## src/rtl/nwdp_pkg.sv

```systemverilog
// Shared types and constants for the nibble-weight dot product block.
// No dependencies; every other file in rtl/ imports this package.
`timescale 1ns / 1ps

package nwdp_pkg;

  // Lane count and field widths of one input beat.
  localparam int LANES      = 8;
  localparam int ACT_BITS   = 16;
  localparam int NIB_BITS   = 4;
  localparam int WORD_BITS  = LANES * NIB_BITS;

  // A centered weight 2q-15 fits in a signed value one bit wider than the nibble.
  localparam int WGT_BITS      = NIB_BITS + 1;
  localparam int WEIGHT_OFFSET = (1 << NIB_BITS) - 1;

  // Per-lane product, lane tree sum and running accumulator widths.
  localparam int PROD_BITS = ACT_BITS + WGT_BITS;
  localparam int TREE_BITS = PROD_BITS + $clog2(LANES);
  localparam int SUM_BITS  = 48;

  // Scale register (unsigned Q4.12) and the final shift (12 fraction bits plus the factor 2).
  localparam int                SCALE_BITS  = 16;
  localparam logic [SCALE_BITS-1:0] SCALE_RESET = SCALE_BITS'(4096);
  localparam int                SCALE_SHIFT = 13;

  // Result width and the split of the magnitude into two partial products.
  localparam int OUT_BITS  = 32;
  localparam int LO_BITS   = OUT_BITS + SCALE_BITS;
  localparam int HI_IN     = SUM_BITS - OUT_BITS;
  localparam int HI_BITS   = HI_IN + SCALE_BITS;
  localparam int QT_BITS   = LO_BITS - SCALE_SHIFT + 1;

  // Stream payload widths.
  localparam int IN_TDATA_BITS  = LANES * ACT_BITS + WORD_BITS;
  localparam int OUT_TDATA_BITS = OUT_BITS;

  typedef logic signed [ACT_BITS-1:0]  act_t;
  typedef logic        [NIB_BITS-1:0]  nib_t;
  typedef logic signed [PROD_BITS-1:0] prod_t;
  typedef logic signed [SUM_BITS-1:0]  sum_t;
  typedef logic        [SCALE_BITS-1:0] scale_t;

  // A finished accumulator on its way to the scaling pipeline.
  typedef struct packed {
    logic valid;
    sum_t sum;
  } sum_beat_t;

endpackage

```

## src/rtl/nwdp_lane.sv

```systemverilog
// One lane: multiplies a signed activation by its centered 4-bit weight.
// Depends on nwdp_pkg.
`timescale 1ns / 1ps

module nwdp_lane (
  input  nwdp_pkg::act_t  act_i,
  input  nwdp_pkg::nib_t  nib_i,
  output nwdp_pkg::prod_t prod_o
);
  import nwdp_pkg::*;

  logic signed [WGT_BITS-1:0] wgt;

  // Centered weight 2q - 15, always odd and within -15..15. The 5-bit
  // difference wraps straight into its two's complement pattern.
  assign wgt = {nib_i, 1'b0} - WGT_BITS'(WEIGHT_OFFSET);

  assign prod_o = PROD_BITS'(act_i * wgt);

endmodule

```

## src/rtl/nwdp_merge.sv

```systemverilog
// Merging stage: adds the lane products into the running sum and hands the
// finished sum of a run to the scaling pipeline. Depends on nwdp_pkg.
`timescale 1ns / 1ps

module nwdp_merge (
  input  logic                clk_i,
  input  logic                rst_ni,
  input  nwdp_pkg::prod_t     prod_i [nwdp_pkg::LANES],
  input  logic                valid_i,
  input  logic                last_i,
  output logic                fire_o,
  output nwdp_pkg::sum_beat_t beat_o,
  input  logic                ready_i
);
  import nwdp_pkg::*;

  logic signed [TREE_BITS-1:0] tree;
  sum_t                        acc_q, acc_d;
  sum_t                        total;
  logic                        out_valid_q;
  sum_t                        out_sum_q;
  logic                        out_rdy;

  // Sum of the lane products, then added to the accumulator with wrap-around.
  always_comb begin
    tree = '0;
    for (int j = 0; j < LANES; j++) begin
      tree = tree + TREE_BITS'(prod_i[j]);
    end
    total = acc_q + SUM_BITS'(tree);
  end

  // A beat that ends a run needs room downstream; others are absorbed here.
  assign out_rdy = !out_valid_q || ready_i;
  assign fire_o  = valid_i && (!last_i || out_rdy);

  always_comb begin
    acc_d = acc_q;
    if (fire_o) begin
      acc_d = last_i ? '0 : total;
    end
  end

  always_ff @(posedge clk_i or negedge rst_ni) begin
    if (!rst_ni) begin
      acc_q       <= '0;
      out_valid_q <= 1'b0;
    end else begin
      acc_q <= acc_d;
      if (out_rdy) begin
        out_valid_q <= fire_o && last_i;
      end
    end
  end

  // Finished sum register.
  always_ff @(posedge clk_i) begin
    if (out_rdy && fire_o && last_i) begin
      out_sum_q <= total;
    end
  end

  assign beat_o.valid = out_valid_q;
  assign beat_o.sum   = out_sum_q;

endmodule

```

## src/rtl/nwdp_scale.sv

```systemverilog
// Scaling pipeline: magnitude, two partial products with the Q4.12 scale,
// floor shift by 13 and saturation to 32 bits. Depends on nwdp_pkg.
`timescale 1ns / 1ps

module nwdp_scale (
  input  logic                   clk_i,
  input  logic                   rst_ni,
  input  nwdp_pkg::scale_t       scale_i,
  input  nwdp_pkg::sum_beat_t    beat_i,
  output logic                   ready_o,
  output logic                   valid_o,
  output logic [nwdp_pkg::OUT_BITS-1:0] value_o,
  output logic                   sat_o,
  input  logic                   ready_i
);
  import nwdp_pkg::*;

  localparam logic [QT_BITS-1:0] NEG_LIMIT = QT_BITS'(1) << (OUT_BITS - 1);
  localparam logic [QT_BITS-1:0] POS_LIMIT = NEG_LIMIT - QT_BITS'(1);

  // Magnitude stage.
  logic                c_valid_q, c_neg_q, c_rdy;
  logic [SUM_BITS-1:0] c_mag_q;
  // Partial product stage.
  logic                d_valid_q, d_neg_q, d_rdy;
  logic [LO_BITS-1:0]  d_lo_q;
  logic [HI_BITS-1:0]  d_hi_q;
  // Output register.
  logic                o_valid_q, o_rdy;
  logic [OUT_BITS-1:0] o_value_q, o_value_d;
  logic                o_sat_q, o_sat_d;

  logic                hi_over;
  logic [QT_BITS-1:0]  qt_base, qt;

  assign o_rdy   = !o_valid_q || ready_i;
  assign d_rdy   = !d_valid_q || o_rdy;
  assign c_rdy   = !c_valid_q || d_rdy;
  assign ready_o = c_rdy;

  always_ff @(posedge clk_i or negedge rst_ni) begin
    if (!rst_ni) begin
      c_valid_q <= 1'b0;
      d_valid_q <= 1'b0;
      o_valid_q <= 1'b0;
    end else begin
      if (c_rdy) c_valid_q <= beat_i.valid;
      if (d_rdy) d_valid_q <= c_valid_q;
      if (o_rdy) o_valid_q <= d_valid_q;
    end
  end

  // Sign and magnitude of the finished sum.
  always_ff @(posedge clk_i) begin
    if (c_rdy && beat_i.valid) begin
      c_neg_q <= beat_i.sum[SUM_BITS-1];
      c_mag_q <= beat_i.sum[SUM_BITS-1] ? SUM_BITS'(-beat_i.sum) : SUM_BITS'(beat_i.sum);
    end
  end

  // Low and high partial products of the magnitude with the scale.
  always_ff @(posedge clk_i) begin
    if (d_rdy && c_valid_q) begin
      d_neg_q <= c_neg_q;
      d_lo_q  <= LO_BITS'(c_mag_q[OUT_BITS-1:0] * scale_i);
      d_hi_q  <= HI_BITS'(c_mag_q[SUM_BITS-1:OUT_BITS] * scale_i);
    end
  end

  // Recombine, shift down, round toward minus infinity for negative sums, clip.
  always_comb begin
    hi_over = |d_hi_q[HI_BITS-1:SCALE_SHIFT];
    qt_base = (QT_BITS'(d_hi_q[SCALE_SHIFT-1:0]) << (OUT_BITS - SCALE_SHIFT))
            + QT_BITS'(d_lo_q[LO_BITS-1:SCALE_SHIFT]);
    qt      = qt_base;
    o_sat_d = 1'b0;
    if (d_neg_q) begin
      qt = qt_base + QT_BITS'(|d_lo_q[SCALE_SHIFT-1:0]);
    end
    if (hi_over) begin
      o_sat_d   = 1'b1;
      o_value_d = d_neg_q ? OUT_BITS'(NEG_LIMIT) : OUT_BITS'(POS_LIMIT);
    end else if (d_neg_q) begin
      if (qt > NEG_LIMIT) begin
        o_sat_d   = 1'b1;
        o_value_d = OUT_BITS'(NEG_LIMIT);
      end else begin
        o_value_d = OUT_BITS'(-qt);
      end
    end else begin
      if (qt > POS_LIMIT) begin
        o_sat_d   = 1'b1;
        o_value_d = OUT_BITS'(POS_LIMIT);
      end else begin
        o_value_d = OUT_BITS'(qt);
      end
    end
  end

  always_ff @(posedge clk_i) begin
    if (o_rdy && d_valid_q) begin
      o_value_q <= o_value_d;
      o_sat_q   <= o_sat_d;
    end
  end

  assign valid_o = o_valid_q;
  assign value_o = o_value_q;
  assign sat_o   = o_sat_q;

endmodule

```

## src/rtl/nibble_weight_dot_product.sv

```systemverilog
// Top level of the nibble-weight dot product: input stage, eight lanes,
// merging stage and scaling pipeline. Depends on nwdp_pkg, nwdp_lane,
// nwdp_merge and nwdp_scale.
//
// Usage: each input beat on s_axis carries eight signed Q8.8 activations and
// one word of eight 4-bit weights; s_axis_tlast marks the final chunk of a
// dot product. Every lane forms a_j * (2q_j - 15) and the merging stage adds
// the lanes into a 48-bit running sum. Only the beat with tlast set produces
// a result on m_axis: the sum times the Q4.12 scale, floor-shifted by 13,
// saturated to 32 bits, with the clip flag in m_axis_tuser. The running sum
// then restarts from zero.
// Throughput: one input beat per cycle; only a tlast beat waits on a stalled
// merge register. A result passes the input register, merge register,
// magnitude stage, partial product stage and output register in turn.
// The scale register is written by cfg_we_i/cfg_wdata_i and resets to 1.0.
// Reset clears the running sum and empties all stages. When the receiver
// stalls, the result holds in the output register and the stages behind it
// keep filling; non-last beats are still absorbed into the sum.
`timescale 1ns / 1ps

module nibble_weight_dot_product (
  input  logic                                  clk_i,
  input  logic                                  rst_ni,
  // Scale register write port.
  input  logic                                  cfg_we_i,
  input  logic [nwdp_pkg::SCALE_BITS-1:0]       cfg_wdata_i,
  // Input stream.
  input  logic                                  s_axis_tvalid,
  output logic                                  s_axis_tready,
  // Fields from bit 0: act_0 .. act_7 (16 bits each), weight_word (32 bits).
  input  logic [nwdp_pkg::IN_TDATA_BITS-1:0]    s_axis_tdata,
  input  logic                                  s_axis_tlast,
  // Result stream.
  output logic                                  m_axis_tvalid,
  input  logic                                  m_axis_tready,
  // Fields from bit 0: dot_value (32 bits).
  output logic [nwdp_pkg::OUT_TDATA_BITS-1:0]   m_axis_tdata,
  // Fields from bit 0: saturated (1 bit).
  output logic                                  m_axis_tuser
);
  import nwdp_pkg::*;

  scale_t    scale_q;
  prod_t     prod    [LANES];
  prod_t     prod_q  [LANES];
  logic      in_valid_q, in_last_q;
  logic      merge_fire, scale_ready;
  sum_beat_t sum_beat;

  // Scale register.
  always_ff @(posedge clk_i or negedge rst_ni) begin
    if (!rst_ni) begin
      scale_q <= SCALE_RESET;
    end else if (cfg_we_i) begin
      scale_q <= cfg_wdata_i;
    end
  end

  // Lanes work on the incoming beat directly.
  for (genvar j = 0; j < LANES; j++) begin : g_lane
    nwdp_lane u_lane (
      .act_i  (act_t'(s_axis_tdata[j*ACT_BITS +: ACT_BITS])),
      .nib_i  (s_axis_tdata[LANES*ACT_BITS + j*NIB_BITS +: NIB_BITS]),
      .prod_o (prod[j])
    );
  end

  // Input stage register holding the lane products.
  assign s_axis_tready = !in_valid_q || merge_fire;

  always_ff @(posedge clk_i or negedge rst_ni) begin
    if (!rst_ni) begin
      in_valid_q <= 1'b0;
    end else if (s_axis_tready) begin
      in_valid_q <= s_axis_tvalid;
    end
  end

  always_ff @(posedge clk_i) begin
    if (s_axis_tready && s_axis_tvalid) begin
      prod_q    <= prod;
      in_last_q <= s_axis_tlast;
    end
  end

  nwdp_merge u_merge (
    .clk_i   (clk_i),
    .rst_ni  (rst_ni),
    .prod_i  (prod_q),
    .valid_i (in_valid_q),
    .last_i  (in_last_q),
    .fire_o  (merge_fire),
    .beat_o  (sum_beat),
    .ready_i (scale_ready)
  );

  nwdp_scale u_scale (
    .clk_i   (clk_i),
    .rst_ni  (rst_ni),
    .scale_i (scale_q),
    .beat_i  (sum_beat),
    .ready_o (scale_ready),
    .valid_o (m_axis_tvalid),
    .value_o (m_axis_tdata),
    .sat_o   (m_axis_tuser),
    .ready_i (m_axis_tready)
  );

endmodule

```

## config.mk

```make
export PLATFORM = sky130hd
export DESIGN_NAME = nibble_weight_dot_product
export DESIGN_NICKNAME = d
export VERILOG_FILES = /design/src/rtl/nwdp_pkg.sv /design/src/rtl/nwdp_lane.sv /design/src/rtl/nwdp_merge.sv /design/src/rtl/nwdp_scale.sv /design/src/rtl/nibble_weight_dot_product.sv
export SDC_FILE = /design/constraint.sdc
export NUM_CORES = 2
export LEC_CHECK = 0
export BUFFER_PORTS_ARGS = -buffer_cell sky130_fd_sc_hd__buf_4
export CORE_ASPECT_RATIO = 0.75
export CORE_UTILIZATION = 32
export DETAILED_ROUTE_END_ITERATION = 8
export GPL_TIMING_DRIVEN = 0
export PLACE_DENSITY = 0.56
export SLEW_MARGIN = 20
export SYNTH_ARGS = -nofsm -noshare
export SYNTH_HDL_FRONTEND = slang
export SYNTH_SLANG_ARGS = --single-unit
```

## constraint.sdc

```tcl
create_clock -name clk_i -period 9.1 [get_ports clk_i]
set_input_delay 0.91 -clock clk_i [delete_from_list [all_inputs] [get_ports clk_i]]
set_output_delay 0.91 -clock clk_i [all_outputs]
set_load 0.01 [all_outputs]
```

==> impl_metrics.toml <==
[timing]
hold_viol = 0
relSlewSlack_pct = 23.08
rsz0062_at_grt = "true"
skew_ns = 0.05648
fmax_mhz = 114.2
period_minus_slack_ns = 8.755
slew_viol_final = 0
setup_slack_ns = 0.3451
finalSetupViolCount = 0
tightest_slew_ns = 1.154
finalCritPeriodShare_pct = 96.21

[synthesis]
synth_edf_count = 380
ys_ff_latch = 449
synth_top_area_share_pct = 32.60
syn_nets = 9033
synth_cell_types = 108
synthCells = 7101
synthArstFlopShare_pct = 15.37
ys_warn_count = 0
yosysTopAreaCell = "fa_1"
yosys_most_used_dff = "edfxtp_1"
synthTopCellsByArea = "fa_1 (33%), edfxtp_1 (16%), ha_1 (11%), inv_1 (7.1%), nand2_1 (5.1%)"
syn_avg_cell_area_sq_um = 9.755
ys_seq_area_share_pct = 18.97
syn-cell-area_sq_mm = 0.06927

[critical_path]
cp_slowest_stage_delay_ns = 0.53
required_ns = 9.73
rrSetupSlack_ns = 0.35
crit_type = "register to register"
rr_endpoint = "u_merge.acc_q[47]"
path_max_fanout = 6
crit_path_end_kind = "register"
r2r_cells = 38
rr_startpoint = "prod_q[127]"
cpMaxStageDelayCell = "fa_2"
critPathArrivalTime_ns = 9.39
worstSetupStartpointType = "register"

[global_routing]
grt_max_degree = 70
antenna_found_initial = 9
grt_pass1_vias = 51800
grt_use_total_pct = 17.79
grt_pass1_wl_microns = 302600
grt.overflow.total = 0

[outcome]
status = "completed"

[route]
num_vias = 50100
dr.pass1.iters = 6
wl_per_cell_microns = 18.64
drt_wl_total_microns = 191500
drc = 0
final_antenna_net_count = 0
via_per_inst = 4.876
first_iter_violations = 3432

[layout]
syn2layout_area_growth_pct = 11.50
multi_input_area_sq_mm = 0.05084
post_route_cells_drive_above_1_share_pct = 8.797
final_common_cell = "inv_1"
fillers = 21550
layout.nets = 9326
final_cells = 10280
layout_common_cells = "inv_1 (1308), fa_1 (1124), nand2_1 (942), ha_1 (609), and2_1 (409)"
ff_latch_area_sq_mm = 0.01314
fin_area_sq_mm = 0.07724

[cts]
cts_tree = "done"
clockBufferDepth = 3
cts-htree-levels = 2
cts_made_buffers = 52
clockRootBuffer = "clkbuf_16"
insertion_delay_ns = 0.70
clkSinkCount = 449
path_clk_slew_ns = 0.07

[placed_design]
post-place-ws_ns = -1.421
dpl.hpwl_microns = 161700
dp_cells = 10150
place_congestion = 0.9191
dpl_cell_area_sq_mm = 0.07468
port_buffers = 213

[floorplan]
core_sq_mm = 0.2146
die_y_microns = 404.9
die_area_sq_mm = 0.2184
io_pins = 217
initial_utilization_pct = 32.27
die_w_microns = 539.3
rows = 147

[run]
max_cap_viol_count = 0

[min_path]
hp-class = "input pin to async pin"
worst max path at each step:
stage	from	to	slack [ns]
2_1_floorplan	prod_q[106]	u_merge.acc_q[47]	0.09
3_3_place_gp	prod_q[127]	u_merge.acc_q[44]	-1.31
3_5_place_dp	prod_q[127]	u_merge.acc_q[44]	-1.42
4_1_cts	prod_q[106]	u_merge.acc_q[47]	0.006
5_1_grt	prod_q[106]	u_merge.acc_q[47]	-0.07
6_report	prod_q[127]	u_merge.acc_q[47]	0.35
state kept, by name (all words and copies together), names as in the netlist, 16 cells and up:
register / cells
prod_q: 168
u_merge.acc_q: 48
u_merge.out_sum_q: 48
u_scale.c_mag_q: 48
u_scale.d_lo_q: 48
u_scale.d_hi_q: 32
u_scale.value_o: 32
scale_q: 16
worst max-delay path: cells and delay by family (launching register included):
family,cells,cell delay [ns]
simple gates,5,0.87
fa+ha+maj,8,3.03
flops,1,0.44
xor+xnor,3,0.63
buf+inv,4,0.55
compound gates,18,3.17
cells by family after synthesis:
logic type / after synthesis / synth area share, %
XOR/XNOR: 392 / 4.956
AND/OR/NAND/NOR: 2138 / 15.34
flip-flops: 449 / 18.97
AO/OA/AOI/OAI: 812 / 7.976
buffers and inverters: 1525 / 8.383
multiplexers: 35 / 0.5455
adder cells (fa/ha/maj): 1750 / 43.83
Yosys cell counts, types with 68 or more instances:
cell	count
dfrtp_1	68
fa_1	1128
a21oi_1	205
edfxtp_1	380
nand2_1	942
nand3_1	74
or2_2	133
xnor2_1	306
xor2_1	86
a21o_1	103
inv_1	1308
o21ai_0	169
nor2_1	205
clkbuf_1	201
ha_1	622
and2_1	411
metrics by stage:
step / util [%] / TNS [ns] / hold slack [ns]
finish: 35.98 / 0 / 0.2399
global route: 35.98 / -0.08628 / 0.2759
CTS: 35.83 / 0 / 0.3667
detailed placement: 34.79 / -39.63 / 0.4731
global placement: 34.68 / -36.25 / 0.4559
floorplan: - / 0 / 0.4003
per-layer routing:
layer | global-route usage (%) | share of wire, % | wire length [microns] | up-vias
li1 | - | - | - | 23170
met1 | 25.39 | 46 | 88980 | 25420
met2 | 28.40 | 45 | 86360 | 1327
met3 | 2.675 | 6.3 | 12090 | 183
met4 | 3.831 | 2.1 | 4100 | 0
met5 | 0 | 0 | 0 | -
layout make-up:
type / count / area share, %
repair buffers: 246 / 2.639
flip-flops and latches: 449 / 17.01
multi-input cells: 5128 / 65.82
diodes: 10 / 0.03240
clock inverters: 40 / 0.7176
clock buffers: 54 / 1.707
inverters: 1308 / 6.357
plain buffers: 209 / 1.129
well taps: 2831 / 4.586
what timing repair did:
item | 4_1_cts | 5_1_grt
endpoints found under the setup margin | 47 | 42
resized for setup | 46 | 49
hold buffers | 0 | 0
setup buffers | 11 | 12
gates cloned | 2 | 0
pin swaps | 20 | 28
Power is left out: the tool's default activity adds up to more than one toggle a clock period on the data nets, which glitch-free logic cannot reach.
